[src/ctk_pkg.sv]
package ctk_pkg;

  localparam int KEY_ROWS = 8;

  localparam logic [15:0] TIMER_RESET = 16'h3fff;
  localparam logic [15:0] CNT_WRAP    = 16'hffff;
  localparam logic [4:0]  IRQ_EN_MASK = 5'h1f;
  localparam int          ICR_SET_BIT = 7;
  localparam logic signed [15:0] JOY_THRESH = 16'sd16000;

  typedef enum logic [2:0] {
    ACT_TICK   = 3'd0,
    ACT_READ   = 3'd1,
    ACT_WRITE  = 3'd2,
    ACT_KEY    = 3'd3,
    ACT_BUTTON = 3'd4,
    ACT_AXIS   = 3'd5
  } ctk_action_e;

  typedef enum logic [3:0] {
    REG_PRA   = 4'h0,
    REG_PRB   = 4'h1,
    REG_DDRA  = 4'h2,
    REG_TALO  = 4'h4,
    REG_TAHI  = 4'h5,
    REG_TBLO  = 4'h6,
    REG_TBHI  = 4'h7,
    REG_ICR   = 4'hd,
    REG_CRA   = 4'he,
    REG_CRB   = 4'hf
  } ctk_reg_e;

  localparam logic [7:0] CRA_READ_VAL = 8'h01;
  localparam logic [7:0] CRB_READ_VAL = 8'h08;
  localparam logic [7:0] DDRA_READ_VAL = 8'hff;

  // Joystick bits, low active
  localparam int JOY_LEFT  = 0;
  localparam int JOY_RIGHT = 1;
  localparam int JOY_UP    = 2;
  localparam int JOY_DOWN  = 3;
  localparam int JOY_FIRE  = 4;

  // Configuration register indexes
  localparam logic [2:0] CFG_SWAP_ADDR = 3'd0;

  typedef struct packed {
    logic [2:0]         action;
    logic [3:0]         reg_addr;
    logic [7:0]         write_data;
    logic [2:0]         key_row;
    logic [2:0]         key_col;
    logic               pressed;
    logic               joy_device;
    logic [2:0]         joy_axis;
    logic signed [15:0] joy_value;
  } ctk_in_t;

  typedef struct packed {
    logic [7:0] read_data;
    logic       irq;
  } ctk_out_t;

  typedef struct packed {
    logic       irq;
    logic [7:0] rdata;
  } ctk_tmr_stat_t;

endpackage

[src/ctk_timers.sv]
module ctk_timers import ctk_pkg::*; (
  input  logic          clk_i,
  input  logic          rst_ni,
  input  logic          go_i,
  input  ctk_in_t       item_i,
  output ctk_tmr_stat_t stat_o
);

  logic [15:0] a_cnt_q, a_cnt_d, a_reload_q, a_reload_d, a_shadow_q, a_shadow_d;
  logic        a_run_q, a_run_d, a_os_q, a_os_d, a_cnt_mode_q, a_cnt_mode_d;
  logic [15:0] b_cnt_q, b_cnt_d, b_reload_q, b_reload_d, b_shadow_q, b_shadow_d;
  logic        b_run_q, b_run_d, b_os_q, b_os_d;
  logic [1:0]  b_mode_q, b_mode_d;
  logic [1:0]  flags_q, flags_d;
  logic [4:0]  enable_q, enable_d;
  logic [15:0] a_next, b_next;
  logic        a_under, b_step;
  ctk_action_e act;

  assign act = ctk_action_e'(item_i.action);

  always_comb begin
    a_cnt_d      = a_cnt_q;
    a_reload_d   = a_reload_q;
    a_shadow_d   = a_shadow_q;
    a_run_d      = a_run_q;
    a_os_d       = a_os_q;
    a_cnt_mode_d = a_cnt_mode_q;
    b_cnt_d      = b_cnt_q;
    b_reload_d   = b_reload_q;
    b_shadow_d   = b_shadow_q;
    b_run_d      = b_run_q;
    b_os_d       = b_os_q;
    b_mode_d     = b_mode_q;
    flags_d      = flags_q;
    enable_d     = enable_q;
    a_next       = a_cnt_q;
    b_next       = b_cnt_q;
    a_under      = 1'b0;
    b_step       = 1'b0;
    stat_o       = '0;
    if (go_i) begin
      case (act)
        ACT_TICK: begin
          if (a_run_q) begin
            a_next = a_cnt_mode_q ? a_cnt_q : a_cnt_q - 16'd1;
            if (a_next == CNT_WRAP) begin
              flags_d[0] = 1'b1;
              a_under    = 1'b1;
              if (a_os_q) begin
                a_run_d = 1'b0;
              end else begin
                a_next = a_reload_q;
              end
            end
            a_cnt_d    = a_next;
            a_shadow_d = a_next;
          end
          // Mode 0 counts the clock, modes 2 and 3 count timer A underflows
          b_step = b_run_q && ((b_mode_q == 2'd0) || (b_mode_q[1] && a_under));
          if (b_step) begin
            b_next = b_cnt_q - 16'd1;
            if (b_next == CNT_WRAP) begin
              flags_d[1] = 1'b1;
              if (b_os_q) begin
                b_run_d = 1'b0;
              end else begin
                b_next = b_reload_q;
              end
            end
            b_cnt_d    = b_next;
            b_shadow_d = b_next;
          end
          stat_o.irq = |(flags_d & enable_q[1:0]);
        end
        ACT_READ: begin
          case (item_i.reg_addr)
            REG_TALO: stat_o.rdata = a_shadow_q[7:0];
            REG_TAHI: stat_o.rdata = a_shadow_q[15:8];
            REG_TBLO: stat_o.rdata = b_shadow_q[7:0];
            REG_TBHI: stat_o.rdata = b_shadow_q[15:8];
            REG_ICR: begin
              stat_o.rdata = {6'd0, flags_q};
              flags_d      = '0;
            end
            REG_CRA:  stat_o.rdata = CRA_READ_VAL;
            REG_CRB:  stat_o.rdata = CRB_READ_VAL;
            default:  stat_o.rdata = '0;
          endcase
        end
        ACT_WRITE: begin
          case (item_i.reg_addr)
            REG_TALO: a_reload_d[7:0]  = item_i.write_data;
            REG_TAHI: a_reload_d[15:8] = item_i.write_data;
            REG_TBLO: b_reload_d[7:0]  = item_i.write_data;
            REG_TBHI: b_reload_d[15:8] = item_i.write_data;
            REG_ICR: begin
              if (item_i.write_data[ICR_SET_BIT]) begin
                enable_d = enable_q | (item_i.write_data[4:0] & IRQ_EN_MASK);
              end else begin
                enable_d = enable_q & ~(item_i.write_data[4:0] & IRQ_EN_MASK);
              end
            end
            REG_CRA: begin
              a_run_d      = item_i.write_data[0];
              a_os_d       = item_i.write_data[3];
              a_cnt_mode_d = item_i.write_data[5];
              if (item_i.write_data[4]) begin
                a_cnt_d = a_reload_q;
              end
            end
            REG_CRB: begin
              b_run_d  = item_i.write_data[0];
              b_os_d   = item_i.write_data[3];
              b_mode_d = item_i.write_data[6:5];
              if (item_i.write_data[4]) begin
                b_cnt_d = b_reload_q;
              end
            end
            default: ;
          endcase
        end
        default: ;
      endcase
    end
  end

  always_ff @(posedge clk_i or negedge rst_ni) begin
    if (!rst_ni) begin
      a_cnt_q      <= TIMER_RESET;
      a_reload_q   <= TIMER_RESET;
      a_shadow_q   <= '0;
      a_run_q      <= 1'b1;
      a_os_q       <= 1'b0;
      a_cnt_mode_q <= 1'b0;
      b_cnt_q      <= TIMER_RESET;
      b_reload_q   <= TIMER_RESET;
      b_shadow_q   <= '0;
      b_run_q      <= 1'b0;
      b_os_q       <= 1'b0;
      b_mode_q     <= 2'd0;
      flags_q      <= '0;
      enable_q     <= 5'h01;
    end else begin
      a_cnt_q      <= a_cnt_d;
      a_reload_q   <= a_reload_d;
      a_shadow_q   <= a_shadow_d;
      a_run_q      <= a_run_d;
      a_os_q       <= a_os_d;
      a_cnt_mode_q <= a_cnt_mode_d;
      b_cnt_q      <= b_cnt_d;
      b_reload_q   <= b_reload_d;
      b_shadow_q   <= b_shadow_d;
      b_run_q      <= b_run_d;
      b_os_q       <= b_os_d;
      b_mode_q     <= b_mode_d;
      flags_q      <= flags_d;
      enable_q     <= enable_d;
    end
  end

  a_free_run_keeps_running: assert property (@(posedge clk_i) disable iff (!rst_ni)
    go_i && act == ACT_TICK && a_run_q && !a_os_q |=> a_run_q)
    else $error("timer A stopped while free running");

  b_oneshot_stops_on_wrap: assert property (@(posedge clk_i) disable iff (!rst_ni)
    go_i && act == ACT_TICK && b_step && b_os_q && b_cnt_q == 16'd0 |=> !b_run_q && flags_q[1])
    else $error("timer B one-shot did not stop and flag on underflow");

  icr_read_clears: assert property (@(posedge clk_i) disable iff (!rst_ni)
    go_i && act == ACT_READ && item_i.reg_addr == REG_ICR |=> flags_q == 2'b00)
    else $error("interrupt flags not cleared by ICR read");

endmodule

[src/ctk_keyport.sv]
module ctk_keyport import ctk_pkg::*; #(
  parameter int KeyRows = KEY_ROWS
) (
  input  logic       clk_i,
  input  logic       rst_ni,
  input  logic       go_i,
  input  ctk_in_t    item_i,
  input  logic       swap_i,
  output logic [7:0] rdata_o
);

  localparam int ScanRows = (KeyRows < 8) ? KeyRows : 8;

  logic [7:0] key_q [KeyRows];
  logic [7:0] key_d [KeyRows];
  logic [7:0] joy_q [2];
  logic [7:0] joy_d [2];
  logic [7:0] row_sel_q, row_sel_d;
  logic [7:0] col_bit, port_b, axis_m;
  logic       dev, lo_act, hi_act;
  ctk_action_e act;

  assign act     = ctk_action_e'(item_i.action);
  assign dev     = item_i.joy_device ^ swap_i;
  assign col_bit = 8'd1 << item_i.key_col;
  assign lo_act  = $signed(item_i.joy_value) < -JOY_THRESH;
  assign hi_act  = $signed(item_i.joy_value) > JOY_THRESH;

  // Merge the selected rows, low active select
  always_comb begin
    port_b = 8'hff;
    for (int i = 0; i < ScanRows; i++) begin
      if (!row_sel_q[i]) begin
        port_b = port_b & key_q[i];
      end
    end
  end

  always_comb begin
    axis_m = joy_q[dev];
    if (item_i.joy_axis == 3'd0) begin
      axis_m[JOY_LEFT]  = !lo_act;
      axis_m[JOY_RIGHT] = !hi_act;
    end else begin
      axis_m[JOY_UP]    = !lo_act;
      axis_m[JOY_DOWN]  = !hi_act;
    end
  end

  always_comb begin
    key_d     = key_q;
    joy_d     = joy_q;
    row_sel_d = row_sel_q;
    rdata_o   = '0;
    if (go_i) begin
      case (act)
        ACT_READ: begin
          case (item_i.reg_addr)
            REG_PRA:  rdata_o = joy_q[0];
            REG_PRB:  rdata_o = port_b & joy_q[1];
            REG_DDRA: rdata_o = DDRA_READ_VAL;
            default:  rdata_o = '0;
          endcase
        end
        ACT_WRITE: begin
          if (item_i.reg_addr == REG_PRA) begin
            row_sel_d = item_i.write_data;
          end
        end
        ACT_KEY: begin
          for (int r = 0; r < KeyRows; r++) begin
            if (32'(item_i.key_row) == r) begin
              key_d[r] = item_i.pressed ? (key_q[r] & ~col_bit) : (key_q[r] | col_bit);
            end
          end
        end
        ACT_BUTTON: begin
          joy_d[dev][JOY_FIRE] = !item_i.pressed;
        end
        ACT_AXIS: begin
          if (item_i.joy_axis <= 3'd1) begin
            joy_d[dev] = axis_m;
          end
        end
        default: ;
      endcase
    end
  end

  always_ff @(posedge clk_i or negedge rst_ni) begin
    if (!rst_ni) begin
      for (int r = 0; r < KeyRows; r++) begin
        key_q[r] <= 8'hff;
      end
      joy_q[0]  <= 8'hff;
      joy_q[1]  <= 8'hff;
      row_sel_q <= 8'hff;
    end else begin
      key_q     <= key_d;
      joy_q     <= joy_d;
      row_sel_q <= row_sel_d;
    end
  end

endmodule

[src/cia_timers_keyboard_port_unit.sv]
// A beat accepted into the input register is processed and written to the
// result register, where its result can be taken; a stalled output holds it back.
// Throughput: one beat per cycle while the output is not stalled; timer, flag and
// key state update as a beat moves from the input register to the result register.
// Reset (rst_ni low, async): timers at 0x3fff, timer A running, timer B
// stopped, flags clear, mask 0x01, rows, keys and joysticks all ones.
module cia_timers_keyboard_port_unit import ctk_pkg::*; #(
  parameter int KeyRows = KEY_ROWS
) (
  input  logic        clk_i,
  input  logic        rst_ni,
  input  logic        in_valid_i,
  output logic        in_stall_o,
  input  ctk_in_t     in_data_i,
  output logic        out_valid_o,
  input  logic        out_stall_i,
  output ctk_out_t    out_data_o,
  input  logic        psel,
  input  logic        penable,
  input  logic        pwrite,
  input  logic [2:0]  paddr,
  input  logic [31:0] pwdata,
  output logic [31:0] prdata,
  output logic        pready
);

  logic          in_valid_q, in_valid_d;
  ctk_in_t       item_q;
  logic          out_valid_q, out_valid_d;
  ctk_out_t      out_q, out_d;
  logic          advance, go, swap_q;
  ctk_tmr_stat_t tmr_stat;
  logic [7:0]    kp_rdata;

  assign advance    = !out_valid_q || !out_stall_i;
  assign go         = in_valid_q && advance;
  assign in_stall_o = in_valid_q && !advance;
  assign in_valid_d = in_valid_i || (in_valid_q && !advance);
  assign out_valid_d = go || (out_valid_q && out_stall_i);

  always_comb begin
    out_d.irq       = tmr_stat.irq;
    out_d.read_data = (ctk_action_e'(item_q.action) == ACT_READ) ?
                      (tmr_stat.rdata | kp_rdata) : 8'd0;
  end

  ctk_timers u_timers (
    .clk_i  (clk_i),
    .rst_ni (rst_ni),
    .go_i   (go),
    .item_i (item_q),
    .stat_o (tmr_stat)
  );

  ctk_keyport #(
    .KeyRows (KeyRows)
  ) u_keyport (
    .clk_i   (clk_i),
    .rst_ni  (rst_ni),
    .go_i    (go),
    .item_i  (item_q),
    .swap_i  (swap_q),
    .rdata_o (kp_rdata)
  );

  always_ff @(posedge clk_i or negedge rst_ni) begin
    if (!rst_ni) begin
      in_valid_q  <= 1'b0;
      out_valid_q <= 1'b0;
      swap_q      <= 1'b0;
    end else begin
      in_valid_q  <= in_valid_d;
      out_valid_q <= out_valid_d;
      if (psel && penable && pwrite && paddr == CFG_SWAP_ADDR) begin
        swap_q <= pwdata[0];
      end
    end
  end

  // Hold payloads while stalled
  always_ff @(posedge clk_i) begin
    if (!in_stall_o) begin
      item_q <= in_data_i;
    end
    if (go) begin
      out_q <= out_d;
    end
  end

  assign out_valid_o = out_valid_q;
  assign out_data_o  = out_q;
  assign pready      = 1'b1;
  assign prdata      = (paddr == CFG_SWAP_ADDR) ? {31'd0, swap_q} : 32'd0;

  go_fills_output: assert property (@(posedge clk_i) disable iff (!rst_ni)
    go |=> out_valid_o)
    else $error("processed beat did not reach the result register");

  stall_only_when_full: assert property (@(posedge clk_i) disable iff (!rst_ni)
    in_stall_o |-> in_valid_q && out_valid_q && out_stall_i)
    else $error("input stalled without a blocked result");

  output_drains: assert property (@(posedge clk_i) disable iff (!rst_ni)
    out_valid_o && !out_stall_i && !go |=> !out_valid_o)
    else $error("result beat repeated after it was taken");

endmodule
[config.mk]
export PLATFORM = sky130hd
export DESIGN_NAME = cia_timers_keyboard_port_unit
export DESIGN_NICKNAME = d
export VERILOG_FILES = /design/src/ctk_pkg.sv /design/src/ctk_timers.sv /design/src/ctk_keyport.sv /design/src/cia_timers_keyboard_port_unit.sv
export SDC_FILE = /design/constraint.sdc
export NUM_CORES = 1
export LEC_CHECK = 0
export ABC_AREA = 1
export BUFFER_PORTS_ARGS = -buffer_cell sky130_fd_sc_hd__buf_4
export CAP_MARGIN = 20
export CORE_MARGIN = 2
export CORE_UTILIZATION = 40
export DETAILED_ROUTE_END_ITERATION = 8
export SLEW_MARGIN = 15
export SYNTH_ARGS = -nofsm -noshare
export SYNTH_HDL_FRONTEND = slang
export SYNTH_SLANG_ARGS = --single-unit
[constraint.sdc]
create_clock -name clk_i -period 3.2 [get_ports clk_i]
set_input_delay 0.32 -clock clk_i [delete_from_list [all_inputs] [get_ports clk_i]]
set_output_delay 0.32 -clock clk_i [all_outputs]
set_load 0.03 [all_outputs]
==> impl_metrics.py <==
metrics = {
    "synthesis": {
        "synthSimpleGateAreaFrac": 0.245,
        "synth_cell_type_count": 55,
        "synth_ff_type": "dfstp_2",
        "synth_area_mm2": 0.0127,
        "synth_mux_area_frac": 0,
        "postSynth.asyncResetShare": 0.795,
        "synth_edf_count": 51,
        "synthXorXnorAreaFrac": 0.00726,
        "ys_ff_latch": 249,
        "synth_top_family_by_area": "simple AND/OR/NAND/NOR gates",
        "avgSynthCellArea_um2": 8.24,
        "yosys.area_share.adder": 0.00294,
        "syn_inst": 1547,
        "synth_compound_area_frac": 0.142,
        "ys_warn_count": 0,
        "ys_seq_area_frac": 0.523,
    },
    "finish": {
        "num-nets-final": 1754,
        "num_antenna_cells": 0,
        "drive_gt1_frac": 0.196,
        "area_growth_pct": 17.7,
        "final_cells": 2091,
    },
    "run_status": {
        "status": "completed",
    },
    "die": {
        "fp-row-count": 65,
        "die-area_mm2": 0.0333,
        "start_util": 0.405,
        "die_width_um": 183,
        "coreArea_mm2": 0.0315,
        "die_y_um": 183,
        "num_io_pins": 128,
    },
    "flow_run": {
        "cap_violations": 0,
    },
    "cts": {
        "clk-insertion-delay-late_ns": 0.55,
        "clkTransAtPathRegs_ns": 0.07,
        "cts_buffer_depth": 3,
        "holdBufCountCts": 46,
        "cts_tree": "done",
        "cts_setup_buffers": 0,
        "cts_resized": 0,
        "htreeDepth": 1,
        "root_buffer": "clkbuf_16",
        "cts_buffers": 28,
        "clock-sinks": 249,
    },
    "placement": {
        "hpwlAfterDp_mm": 23.7,
        "placedCellCount": 1993,
        "place.port_buffers": 64,
        "gp_congestion": 0.887,
    },
    "power": {
        "sw_frac_of_total": 0.346,
        "combPwrFrac": 0.264,
        "p_int_w": 0.00681,
        "cellLeakagePower_nw": 6.27,
        "power.density_mw_per_mm2": 693,
        "finalPower_w": 0.0104,
        "power.switching_w": 0.00359,
        "p_clk_frac": 0.310,
        "vdd_drop_max_mv": 0.425,
        "seq_power_share": 0.426,
    },
    "critical_path": {
        "cp-end-kind": "flip-flop",
        "timing.rr.start": "u_timers.a_cnt_q[0]$_DFFE_PN1P_",
        "cp_max_fo": 18,
        "worstPathArrival_ns": 3.35,
        "critPathKind": "flip-flop to flip-flop",
        "cp-start-kind": "flip-flop",
        "crit_start": "u_timers.a_cnt_q[0]$_DFFE_PN1P_",
        "cp.required_ns": 3.62,
    },
    "drt": {
        "wire_per_inst_um": 16.4,
        "drt_iter0_drc": 793,
        "drcViolationCount": 0,
        "vias": 10700,
        "drt-pass1-iter-count": 5,
        "antenna_left": 0,
        "totalWireLength_mm": 34.3,
        "viasPerCell": 5.12,
    },
    "grt": {
        "grt_pass1_vias": 10400,
        "grt_max_degree": 81,
        "grt_pass1_wl_mm": 54.9,
        "antenna_found_initial": 0,
        "grt.total_usage": 0.207,
        "grt-ovfl-total": 0,
    },
    "sta": {
        "relSlewSlack": 0.255,
        "clock_skew_ns": 0.0138,
        "clock.fmax_mhz": 342,
        "hold-worst-slack_ns": 0.155,
        "rsz0062_at_grt": "false",
        "period_share": 0.915,
        "tightest_slew_ns": 1.11,
        "setup_viol": 0,
        "hold_viol": 0,
        "report.final.slew_viol_count": 0,
        "fin_setup_tns_ns": 0,
        "layout_min_cycle_time_ns": 2.93,
    },
    "hold_path": {
        "worstHoldStart": "penable",
        "hold_class": "input pin to flip-flop",
    },
}
==> path summary, 6_finish.rpt <==
check / slack [ns] / end / depth (start not counted)
worst max-delay path: 0.27 / u_timers.a_cnt_q[14]$_DFFE_PN0P_ / 15
worst min-delay path: 0.15 / swap_q$_DFFE_PN0P_ / 5
worst max register to register: 0.27 / u_timers.a_cnt_q[14]$_DFFE_PN0P_ / 15
worst min register to register: 0.37 / u_keyport.joy_q[15]$_DFFE_PN1P_ / 0
max in group asynchronous: 1.98 / asynchronous set/reset pin / 3
min in group asynchronous: 0.40 / u_timers.b_cnt_q[14]$_DFFE_PN0P_ / 2
==> kinds of logic after synthesis <==
| logic type | after synthesis |
|---|---|
| buffers and inverters | 220 |
| AND/OR/NAND/NOR | 751 |
| other | 2 |
| adder cells (fa/ha/maj) | 3 |
| AO/OA/AOI/OAI | 314 |
| flip-flops | 249 |
| XOR/XNOR | 8 |
==> cells in the mapped netlist (3+ instances only) <==
| library cell | instances | share of area |
|---|---|---|
| xor2_1 | 4 | 0.0027 |
| ha_1 | 3 | 0.0029 |
| inv_1 | 133 | 0.039 |
| nand3_1 | 57 | 0.022 |
| edfxtp_1 | 51 | 0.12 |
| xor2_2 | 3 | 0.0038 |
| clkbuf_1 | 34 | 0.010 |
| a31oi_1 | 3 | 0.0015 |
| nor3_2 | 3 | 0.0024 |
| a21boi_0 | 9 | 0.0053 |
| o2111ai_1 | 6 | 0.0041 |
| nor4_1 | 4 | 0.0020 |
| nor3_1 | 10 | 0.0039 |
| nand2_2 | 4 | 0.0020 |
| nor2_2 | 13 | 0.0064 |
| or2_2 | 5 | 0.0025 |
| dfrtp_1 | 52 | 0.10 |
| buf_6 | 5 | 0.0044 |
| o311ai_0 | 3 | 0.0021 |
| o21ai_1 | 14 | 0.0055 |
| a221oi_1 | 3 | 0.0021 |
| o41ai_1 | 6 | 0.0041 |
| nand4_1 | 8 | 0.0039 |
| buf_4 | 36 | 0.021 |
| nor2_4 | 7 | 0.0062 |
| a21oi_1 | 25 | 0.0098 |
| buf_2 | 4 | 0.0016 |
| a22o_1 | 4 | 0.0027 |
| nand2_1 | 530 | 0.16 |
| dfstp_2 | 146 | 0.30 |
| o22ai_1 | 32 | 0.016 |
| o211ai_1 | 9 | 0.0053 |
| o21ai_2 | 4 | 0.0027 |
| o221ai_1 | 4 | 0.0027 |
| inv_2 | 4 | 0.0012 |
| o21ai_0 | 185 | 0.073 |
| nor2_1 | 102 | 0.030 |
==> critical path: stages (launching register included) <==
cell and delay, ns:
dfstp_2 0.37, inv_1 0.13, ha_1 0.20, inv_1 0.06, nor2_2 0.11, nand2_1 0.12, nor2_2 0.20, nand3_1 0.10
nand2_1 0.10, nand2_1 0.07, nor2_2 0.19, nand3_2 0.18, nor2_4 0.39, a21boi_0 0.19, o21ai_0 0.28, o21ai_1 0.10
==> area by class of cell <==
| class | instances | area (um2) |
|---|---|---|
| Clock buffer | 39 | 762 |
| Clock inverter | 13 | 153 |
| Fill cell | 3047 | 16500 |
| Inverter | 139 | 522 |
| Multi-Input combinational cell | 1108 | 5180 |
| Sequential cell | 249 | 6670 |
| Tap cell | 402 | 503 |
| Timing Repair Buffer | 141 | 1220 |
==> power by group through the flow <==
| stage | sequential [W] | combinational, W | clock, W |
|---|---|---|---|
| after floorplan | 0.00431 | 0.00205 | 0 |
| final | 0.00443 | 0.00275 | 0.00322 |
| after global placement | 0.00447 | 0.00266 | 0 |
| after global routing | 0.00450 | 0.00314 | 0.00342 |
| after CTS | 0.00443 | 0.00276 | 0.00329 |
| after detailed placement | 0.00447 | 0.00271 | 0 |
==> cell usage in the layout, fill, tap and decap left out, drive strengths merged, types with 11 or more instances in the layout <==
master	n
a21oi	26
buf	94
clkbuf	40
clkinv	11
conb	32
dfrtp	52
dfstp	146
dlygate4sd3	46
edfxtp	51
inv	137
nand2	534
nand3	60
nor2	123
nor3	14
o21ai	203
o22ai	32
==> per-layer routing <==
layer,vias to the layer above,GRT usage,share of wire
met3,51,0.0265,0.044
met2,275,0.346,0.47
li1,5261,-,-
met1,5113,0.283,0.45
met5,-,0,0
met4,0,0.0632,0.029
==> metrics by stage <==
stage	setup slack, ns	instance area (um2)	util
2_1_floorplan	0.833	12900	-
3_3_place_gp	0.377	13600	0.433
5_1_grt	0.00568	15000	0.477
3_5_place_dp	0.296	13600	0.433
4_1_cts	0.279	15000	0.477
6_report	0.273	15000	0.477
Note: power is estimated with default switching activity, not from simulation.
